==> src/stc_pkg.sv <==
package stc_pkg;

  // type codes
  localparam logic [3:0] TYPE_BOOL = 4'd0;
  localparam logic [3:0] TYPE_I8   = 4'd1;
  localparam logic [3:0] TYPE_I16  = 4'd2;
  localparam logic [3:0] TYPE_I32  = 4'd3;
  localparam logic [3:0] TYPE_I64  = 4'd4;
  localparam logic [3:0] TYPE_U8   = 4'd5;
  localparam logic [3:0] TYPE_U16  = 4'd6;
  localparam logic [3:0] TYPE_U32  = 4'd7;
  localparam logic [3:0] TYPE_U64  = 4'd8;
  localparam logic [3:0] TYPE_F32  = 4'd9;
  localparam logic [3:0] TYPE_F64  = 4'd10;
  localparam logic [3:0] TYPE_LAST = TYPE_F64;

  // 1e-9 as binary64 magnitude bits
  localparam logic [62:0] BOOL_EPS_MAG = 63'h3E112E0BE826D695;
  localparam logic [31:0] F32_MAX_MAG  = 32'h7F7FFFFF;

  // decode stage to align stage
  typedef struct packed {
    logic        unknown;
    logic        same;
    logic [3:0]  st;
    logic [3:0]  dt;
    logic [63:0] val;
    logic [63:0] dbits;
    logic        neg;
    logic [63:0] mag;
  } s1_t;

  // align stage to round stage
  typedef struct packed {
    logic        unknown;
    logic        same;
    logic [3:0]  st;
    logic [3:0]  dt;
    logic [63:0] val;
    logic [63:0] dbits;
    logic        nan;
    logic        fbool;
    logic        cneg;
    logic [63:0] cmag;
    logic [63:0] norm;
    logic [5:0]  pos;
    logic        n_done;
    logic [31:0] n_word;
    logic [23:0] n_q;
    logic        n_grd;
    logic        n_stk;
    logic [11:0] n_fe;
    logic        n_normal;
  } s2_t;

  // position of the highest set bit, zero for zero
  function automatic logic [5:0] top_bit64(input logic [63:0] x);
    logic [5:0] p;
    p = 6'd0;
    for (int i = 0; i < 64; i++) begin
      if (x[i]) p = 6'(i);
    end
    return p;
  endfunction

endpackage

==> src/stc_decode.sv <==
module stc_decode
  import stc_pkg::*;
(
  input  logic        clk_i,
  input  logic        rst_ni,
  input  logic        en_i,
  input  logic        valid_i,
  input  logic [63:0] source_bits_i,
  input  logic [3:0]  source_type_i,
  input  logic [3:0]  action_i,
  output logic        valid_o,
  output s1_t         s1_o
);

  logic        valid_q;
  s1_t         s1_d, s1_q;
  logic [63:0] mask;
  logic [63:0] val;
  logic        sbit;
  logic [63:0] f64w;
  logic [7:0]  fx;
  logic [22:0] ffr;
  logic [5:0]  fp;
  logic [63:0] fsh;

  // width mask and sign bit per source type
  always_comb begin
    case (source_type_i)
      TYPE_BOOL:                  mask = 64'h1;
      TYPE_I8, TYPE_U8:           mask = 64'hFF;
      TYPE_I16, TYPE_U16:         mask = 64'hFFFF;
      TYPE_I32, TYPE_U32, TYPE_F32: mask = 64'hFFFF_FFFF;
      default:                    mask = '1;
    endcase
  end

  assign val = source_bits_i & mask;

  always_comb begin
    case (source_type_i)
      TYPE_I8:  sbit = val[7];
      TYPE_I16: sbit = val[15];
      TYPE_I32: sbit = val[31];
      TYPE_I64: sbit = val[63];
      default:  sbit = 1'b0;
    endcase
  end

  // binary32 widened to binary64
  assign fx  = val[30:23];
  assign ffr = val[22:0];
  assign fp  = top_bit64({41'b0, ffr});
  assign fsh = {41'b0, ffr} << (6'd52 - fp);

  always_comb begin
    f64w = {val[31], 63'b0};
    if (fx == 8'hFF) begin
      f64w[62:52] = 11'h7FF;
      if (ffr != 23'b0) f64w[51:0] = {ffr, 29'b0} | {1'b1, 51'b0};
    end else if (fx == 8'h00) begin
      if (ffr != 23'b0) begin
        f64w[62:52] = 11'(fp) + 11'd874;
        f64w[51:0]  = fsh[51:0];
      end
    end else begin
      f64w[62:52] = 11'(fx) + 11'd896;
      f64w[51:0]  = {ffr, 29'b0};
    end
  end

  always_comb begin
    s1_d.unknown = (source_type_i > TYPE_LAST) || (action_i > TYPE_LAST);
    s1_d.same    = (source_type_i == action_i);
    s1_d.st      = source_type_i;
    s1_d.dt      = action_i;
    s1_d.val     = val;
    s1_d.dbits   = (source_type_i == TYPE_F32) ? f64w : val;
    s1_d.neg     = sbit;
    s1_d.mag     = sbit ? ((~val + 64'd1) & mask) : val;
  end

  // stage register
  always_ff @(posedge clk_i or negedge rst_ni) begin
    if (!rst_ni) begin
      valid_q <= 1'b0;
    end else if (en_i) begin
      valid_q <= valid_i;
    end
  end

  always_ff @(posedge clk_i) begin
    if (en_i) s1_q <= s1_d;
  end

  assign valid_o = valid_q;
  assign s1_o    = s1_q;

endmodule

==> src/stc_align.sv <==
module stc_align
  import stc_pkg::*;
(
  input  logic clk_i,
  input  logic rst_ni,
  input  logic en_i,
  input  logic valid_i,
  input  s1_t  s1_i,
  output logic valid_o,
  output s2_t  s2_o
);

  logic         valid_q;
  s2_t          s2_d, s2_q;
  logic         sgn;
  logic [10:0]  ex;
  logic [51:0]  fr;
  logic [52:0]  m;
  logic         is_nan;
  logic [116:0] ish;
  logic [63:0]  fmag;
  logic         is_flt;
  logic [5:0]   ipos;
  logic [5:0]   nsh;
  logic [116:0] rsh;

  assign sgn    = s1_i.dbits[63];
  assign ex     = s1_i.dbits[62:52];
  assign fr     = s1_i.dbits[51:0];
  assign m      = {ex != 11'd0, fr};
  assign is_nan = (ex == 11'h7FF) && (fr != 52'b0);
  assign is_flt = (s1_i.st == TYPE_F32) || (s1_i.st == TYPE_F64);

  // float to integer: truncate and saturate
  assign ish = {64'b0, m} << 6'(ex - 11'd1023);

  always_comb begin
    if (!sgn && ex >= 11'd1087) fmag = '1;
    else if (sgn && ex >= 11'd1086) fmag = 64'h8000_0000_0000_0000;
    else if (ex < 11'd1023) fmag = 64'd0;
    else fmag = ish[115:52];
  end

  // integer normalize for float destinations
  assign ipos = top_bit64(s1_i.mag);

  // binary64 to binary32 alignment
  assign nsh = (ex >= 11'd897) ? 6'd29 : 6'(11'd926 - ex);
  assign rsh = {m, 64'b0} >> nsh;

  always_comb begin
    s2_d.unknown = s1_i.unknown;
    s2_d.same    = s1_i.same;
    s2_d.st      = s1_i.st;
    s2_d.dt      = s1_i.dt;
    s2_d.val     = s1_i.val;
    s2_d.dbits   = s1_i.dbits;
    s2_d.nan     = is_nan;
    s2_d.fbool   = (s1_i.dbits[62:0] >= BOOL_EPS_MAG) && !is_nan;
    s2_d.cneg    = is_flt ? sgn : s1_i.neg;
    s2_d.cmag    = is_flt ? fmag : s1_i.mag;
    s2_d.norm    = s1_i.mag << (6'd63 - ipos);
    s2_d.pos     = ipos;
    s2_d.n_q     = rsh[87:64];
    s2_d.n_grd   = rsh[63];
    s2_d.n_stk   = |rsh[62:0];
    s2_d.n_fe    = 12'(ex) - 12'd896;
    s2_d.n_normal = (ex >= 11'd897);
    s2_d.n_done  = 1'b1;
    s2_d.n_word  = {sgn, 31'b0};
    if (ex == 11'h7FF) begin
      s2_d.n_word = is_nan ? ({sgn, 31'b0} | 32'h7FC0_0000 | {9'b0, fr[51:29]})
                           : ({sgn, 31'b0} | F32_MAX_MAG);
    end else if (ex == 11'd0 || ex < 11'd871) begin
      s2_d.n_word = {sgn, 31'b0};
    end else begin
      s2_d.n_done = 1'b0;
    end
  end

  // stage register
  always_ff @(posedge clk_i or negedge rst_ni) begin
    if (!rst_ni) begin
      valid_q <= 1'b0;
    end else if (en_i) begin
      valid_q <= valid_i;
    end
  end

  always_ff @(posedge clk_i) begin
    if (en_i) s2_q <= s2_d;
  end

  assign valid_o = valid_q;
  assign s2_o    = s2_q;

endmodule

==> src/stc_round.sv <==
module stc_round
  import stc_pkg::*;
(
  input  logic        clk_i,
  input  logic        rst_ni,
  input  logic        en_i,
  input  logic        valid_i,
  input  s2_t         s2_i,
  output logic        valid_o,
  output logic [63:0] result_o
);

  logic        valid_q;
  logic [63:0] res_d, res_q;
  logic [53:0] q64;
  logic [24:0] q32;
  logic [63:0] i2f64;
  logic [63:0] i2f32;
  logic [24:0] nq;
  logic [11:0] nfe;
  logic [31:0] n32;
  logic [63:0] clamp;
  logic [63:0] lim;
  logic [63:0] wmask;
  logic        is_sgn;

  // integer to float, round to nearest even
  assign q64 = {1'b0, s2_i.norm[63:11]}
             + 54'(s2_i.norm[10] && ((|s2_i.norm[9:0]) || s2_i.norm[11]));
  assign q32 = {1'b0, s2_i.norm[63:40]}
             + 25'(s2_i.norm[39] && ((|s2_i.norm[38:0]) || s2_i.norm[40]));

  always_comb begin
    i2f64 = 64'd0;
    i2f32 = 64'd0;
    if (s2_i.cmag != 64'd0) begin
      i2f64 = {s2_i.cneg, 11'(s2_i.pos) + 11'd1023 + 11'(q64[53]), q64[51:0]};
      i2f32 = {32'b0, s2_i.cneg, 8'(s2_i.pos) + 8'd127 + 8'(q32[24]), q32[22:0]};
    end
  end

  // binary64 to binary32 rounding
  assign nq = {1'b0, s2_i.n_q} + 25'(s2_i.n_grd && (s2_i.n_stk || s2_i.n_q[0]));

  always_comb begin
    nfe = s2_i.n_fe + 12'(nq[24]);
    if (s2_i.n_done) begin
      n32 = s2_i.n_word;
    end else if (s2_i.n_normal) begin
      if (nfe >= 12'd255) n32 = {s2_i.dbits[63], 31'b0} | F32_MAX_MAG;
      else n32 = {s2_i.dbits[63], nfe[7:0], nq[24] ? nq[23:1] : nq[22:0]};
    end else begin
      n32 = {s2_i.dbits[63], 31'b0} | {8'b0, nq[23:0]};
    end
  end

  // integer clamp to destination range
  always_comb begin
    is_sgn = 1'b0;
    case (s2_i.dt)
      TYPE_I8:  begin is_sgn = 1'b1; wmask = 64'hFF; end
      TYPE_I16: begin is_sgn = 1'b1; wmask = 64'hFFFF; end
      TYPE_I32: begin is_sgn = 1'b1; wmask = 64'hFFFF_FFFF; end
      TYPE_I64: begin is_sgn = 1'b1; wmask = '1; end
      TYPE_U8:  wmask = 64'hFF;
      TYPE_U16: wmask = 64'hFFFF;
      TYPE_U32: wmask = 64'hFFFF_FFFF;
      default:  wmask = '1;
    endcase
    lim = (wmask >> 1) + 64'd1;
    if (is_sgn) begin
      if (s2_i.cneg) clamp = (~((s2_i.cmag > lim) ? lim : s2_i.cmag) + 64'd1) & wmask;
      else clamp = (s2_i.cmag > lim - 64'd1) ? lim - 64'd1 : s2_i.cmag;
    end else begin
      if (s2_i.cneg) clamp = 64'd0;
      else clamp = (s2_i.cmag > wmask) ? wmask : s2_i.cmag;
    end
  end

  // final selection
  always_comb begin
    if (s2_i.unknown) res_d = 64'd0;
    else if (s2_i.same) res_d = s2_i.val;
    else if (s2_i.st == TYPE_F32 || s2_i.st == TYPE_F64) begin
      if (s2_i.dt == TYPE_F64) res_d = s2_i.dbits;
      else if (s2_i.dt == TYPE_F32) res_d = {32'b0, n32};
      else if (s2_i.dt == TYPE_BOOL) res_d = {63'b0, s2_i.fbool};
      else if (s2_i.nan) res_d = 64'd0;
      else res_d = clamp;
    end else begin
      if (s2_i.dt == TYPE_BOOL) res_d = {63'b0, s2_i.cmag != 64'd0};
      else if (s2_i.dt == TYPE_F32) res_d = i2f32;
      else if (s2_i.dt == TYPE_F64) res_d = i2f64;
      else res_d = clamp;
    end
  end

  // output register
  always_ff @(posedge clk_i or negedge rst_ni) begin
    if (!rst_ni) begin
      valid_q <= 1'b0;
    end else if (en_i) begin
      valid_q <= valid_i;
    end
  end

  always_ff @(posedge clk_i) begin
    if (en_i) res_q <= res_d;
  end

  assign valid_o  = valid_q;
  assign result_o = res_q;

endmodule

==> src/saturating_type_converter.sv <==
// saturating type converter
// input channel: in_valid_i / in_ready_o with source_bits_i, source_type_i
// (source type code) and action_i (destination type code).
// output channel: out_valid_o / out_ready_i with result_bits_o, the raw
// destination bits zero-extended to 64 bits.
// three register stages: decode and binary32 widening, alignment shifts and
// leading-one search, then rounding, clamping and result select.
// out_valid_o rises once an item has passed the decode, align and round
// registers; one item is taken per cycle when the receiver keeps ready high.
// when the receiver stalls with a result waiting, the whole pipeline holds
// and in_ready_o drops; nothing is lost or repeated, and ready returns in the
// cycle the receiver takes the result.
// reset clears all stage valid bits; the stage data registers are not reset.
module saturating_type_converter
  import stc_pkg::*;
(
  input  logic        clk_i,
  input  logic        rst_ni,
  input  logic        in_valid_i,
  output logic        in_ready_o,
  input  logic [63:0] source_bits_i,
  input  logic [3:0]  source_type_i,
  input  logic [3:0]  action_i,
  output logic        out_valid_o,
  input  logic        out_ready_i,
  output logic [63:0] result_bits_o
);

  logic en;
  logic v1, v2;
  s1_t  s1;
  s2_t  s2;

  // pipeline advances unless a result is held
  assign en         = !out_valid_o || out_ready_i;
  assign in_ready_o = en;

  stc_decode u_decode (
    .clk_i, .rst_ni, .en_i(en), .valid_i(in_valid_i),
    .source_bits_i, .source_type_i, .action_i,
    .valid_o(v1), .s1_o(s1)
  );

  stc_align u_align (
    .clk_i, .rst_ni, .en_i(en), .valid_i(v1), .s1_i(s1),
    .valid_o(v2), .s2_o(s2)
  );

  stc_round u_round (
    .clk_i, .rst_ni, .en_i(en), .valid_i(v2), .s2_i(s2),
    .valid_o(out_valid_o), .result_o(result_bits_o)
  );

endmodule

==> config.mk <==
export PLATFORM = sky130hd
export DESIGN_NAME = saturating_type_converter
export DESIGN_NICKNAME = d
export VERILOG_FILES = /design/src/stc_pkg.sv /design/src/stc_decode.sv /design/src/stc_align.sv /design/src/stc_round.sv /design/src/saturating_type_converter.sv
export SDC_FILE = /design/constraint.sdc
export NUM_CORES = 2
export LEC_CHECK = 0
export ABC_AREA = 0
export BUFFER_PORTS_ARGS = -buffer_cell sky130_fd_sc_hd__buf_2
export CORE_MARGIN = 5
export CORE_UTILIZATION = 35
export DETAILED_ROUTE_END_ITERATION = 12
export PLACE_DENSITY = 0.54
export RECOVER_POWER = 25
export SYNTH_ARGS = -nofsm -noshare
export SYNTH_HDL_FRONTEND = slang
export SYNTH_SLANG_ARGS = --single-unit
==> constraint.sdc <==
create_clock -name clk_i -period 71.2 [get_ports clk_i]
set_input_delay 14.24 -clock clk_i [delete_from_list [all_inputs] [get_ports clk_i]]
set_output_delay 14.24 -clock clk_i [all_outputs]
set_load 0.01 [all_outputs]
==> out/results.ini <==
[global_routing]
antenna_found_initial=37
grt_pass1_vias=44000
grt_start_max_net_pins=128
overflow=0
grt_first_pass_wirelength_mm=351
grt_usage=0.334

[power_and_ir_drop]
ir_worst_vdd_mv=0.0198
leakage_nw=19.6
cellPowerDensity_nw_per_um2=39.7

[clock_network]
cts.sinks=601
hold_buffers=0
cts_setup_buffers=0
cts.clk_slew.worst_paths_ps=60
root_buffer=clkbuf_16
cts_tree=yes
post_cts_resized=0
clockBufferDepth=3
clock_latency_ps=710
htreeDepth=3
numCtsBuffers=72

[logic_synthesis]
yosysWarnings=0
synthArstFlopShare=0.00499
syn_area_per_cell_sq_um=8.73
synth_commonest_cells=edfxtp_1 (598), nand2_1 (592), nor2_1 (537), o21ai_0 (461), a21oi_1 (397)
synth_top_area_share=0.372
synthDistinctLibCells=95
synthTopCellsByArea=edfxtp_1 (37%), mux2i_1 (7.2%), o21ai_0 (4.8%), nand2_1 (4.6%), nor2_1 (4.2%)
synth.cell_area_sq_um=48300
yosysTopAreaCell=edfxtp_1
yosysSeqAreaShare=0.373
ys.flop_type=edfxtp_1
syn_inst=5539
yosysMostFrequentCell=edfxtp_1
synth_edf_count=598
ys_seq_elements=601

[detailed_routing]
dr.pass1.iters=7
drc=0
drt_iter0_drc=7665
ant_nets=0
routed_wl_mm=254
dr_total_vias=48500
via_per_inst=6.64
wl_per_cell_um=34.8

[layout]
area_growth_pct=9.74
drive_gt1_frac=0.0957
utilization=0.386
fill_cells=13900
fin_area_sq_um=53000
fin_nets=5606

[setup_path]
r2r_setup_slack_ps=59780
crit_path_max_incr_delay_ps=280
path_cells=buf_2 > nand2b_4 > buf_2
path_common_cell=buf_2
timing.critical_path.buf_inv=2
worstPathArrival_ps=14860
crit_path_max_fanout=3
crit_path_top_delay_cell=nand2b_4
crit_path_start_kind=input port
cp-end-kind=output pin
critPathTopFamily=buffers and inverters
critPathRequiredTime_ps=56960
critical_path_class=in2out

[timing]
grt_setup_unrepaired=false
hold_viol=0
worst_pin_slew_ps=5300
max_slew_margin=-2.53
post-route-period-util=0.409
min_period_ps=29100
finalSetupViolations=0
fmax_mhz=34.4
skew_ps=66.9
layout_setup_ws_ps=42100
tns_ps=0
slew_violations=821

[placement]
hpwl_mm=195
io_buffers=141
dpl_worst_slack_ps=42070
place_area_sq_um=50800
place_congestion=1.06

[floorplan]
start_util=0.352
die_area_sq_um=146000
core.rowCount=136
coreArea_sq_um=137000
die_w_um=382
io_pins=142
die_h_um=382

[min_path]
min_path_type=reg2reg

[status]
failed_checks=capacitance limit, slew limit
outcome=complete, but fails checks

[job]
maxCapViolations=25

-- routing by layer --
layer / global-route usage / vias up / wire length (um)
li1: - / 20900 / -
met1: 0.467 / 24000 / 104000
met2: 0.502 / 3083 / 109000
met3: 0.0604 / 529 / 26400
met4: 0.157 / 14 / 14400
met5: 0 / - / 96
-- final timing paths --
check / startpoint / endpoint / cells after the start
setup / recovery: out_ready_i / in_ready_o / 3
hold / removal: u_decode.s1_o[136]$_DFFE_PP_ / u_align.s2_o[280]$_DFFE_PP_ / 0
setup reg to reg: u_decode.s1_o[117]$_DFFE_PP_ / u_align.s2_o[144]$_DFFE_PP_ / 12
hold reg to reg: u_decode.s1_o[136]$_DFFE_PP_ / u_align.s2_o[280]$_DFFE_PP_ / 0
max in group asynchronous: rst_ni / u_align.valid_o$_DFFE_PN0P_ / 1
min in group asynchronous: rst_ni / u_round.valid_o$_DFFE_PN0P_ / 1
-- registers in the layout (all words and copies together), names as in the netlist --
name,cells
u_round.valid_o,1
u_decode.s1_o,202
u_round.result_o,64
u_align.valid_o,1
u_align.s2_o,332
u_decode.valid_o,1
-- metrics by stage --
| step | hold WS [ps] | total power [W] | instances |
|---|---|---|---|
| 3_5_place_dp | 405 | 0.00168 | 7158 |
| 4_1_cts | 395 | 0.00206 | 7290 |
| 3_3_place_gp | 401 | 0.00168 | 7158 |
| 2_1_floorplan | 400 | 0.00128 | 5540 |
| 6_report | 391 | 0.00211 | 7299 |
| 5_1_grt | 403 | 0.00218 | 7293 |
-- layout make-up --
class / instances / area [sq um] / area share
inverter: 131 / 492 / 0.00927
clock buffer: 85 / 1850 / 0.0349
antenna: 9 / 22.5 / 0.000425
tap: 1794 / 2240 / 0.0423
timing repair buffer: 280 / 1630 / 0.0308
sequential: 601 / 18000 / 0.340
multi-input combinational: 4352 / 28300 / 0.533
clock inverter: 47 / 515 / 0.00972
-- kinds of logic after synthesis --
group / synth area share
muxes: 0.106
and+or+nand+nor: 0.186
buffers and inverters: 0.0475
other: 0.0000776
xor gates and xnor gates: 0.0346
DFF: 0.373
adders and majority gates: 0.0238
AOI/OAI and AO/OA: 0.230
-- worst register-to-register path, stage by stage (launching register included) --
cell      delay (ps)
edfxtp_1         320
clkbuf_1        1870
inv_1            960
clkbuf_1         460
ha_1            2020
clkbuf_1        2340
o211ai_1         790
nor2_1           280
a21oi_1          150
mux2i_1          410
mux2i_1          210
o221a_2          330
o21ai_0          930
-- cells in the final DEF, fill, tap and decap left out, types with 70 or more instances in the layout --
master | Yosys | layout
a211oi_1 | 75 | 76
a21oi_1 | 397 | 394
a221oi_1 | 92 | 92
a31oi_1 | 71 | 70
buf_2 | 37 | 141
buf_4 | 2 | 104
clkbuf_16 | 0 | 72
edfxtp_1 | 598 | 598
ha_1 | 92 | 92
inv_1 | 125 | 126
mux2i_1 | 349 | 349
nand2_1 | 592 | 591
nand3_1 | 161 | 161
nor2_1 | 537 | 533
nor3_1 | 149 | 144
nor4_1 | 76 | 76
o21ai_0 | 461 | 462
o22ai_1 | 73 | 73
xnor2_1 | 89 | 85
xor2_1 | 100 | 96
-- power breakdown --
group	internal, W	switching, W
clock	0.000211	0.000165
sequential	0.000522	0.000141
combinational	0.000335	0.000732
total	0.00107	0.00104
Note: power is estimated with default switching activity, not from simulation.
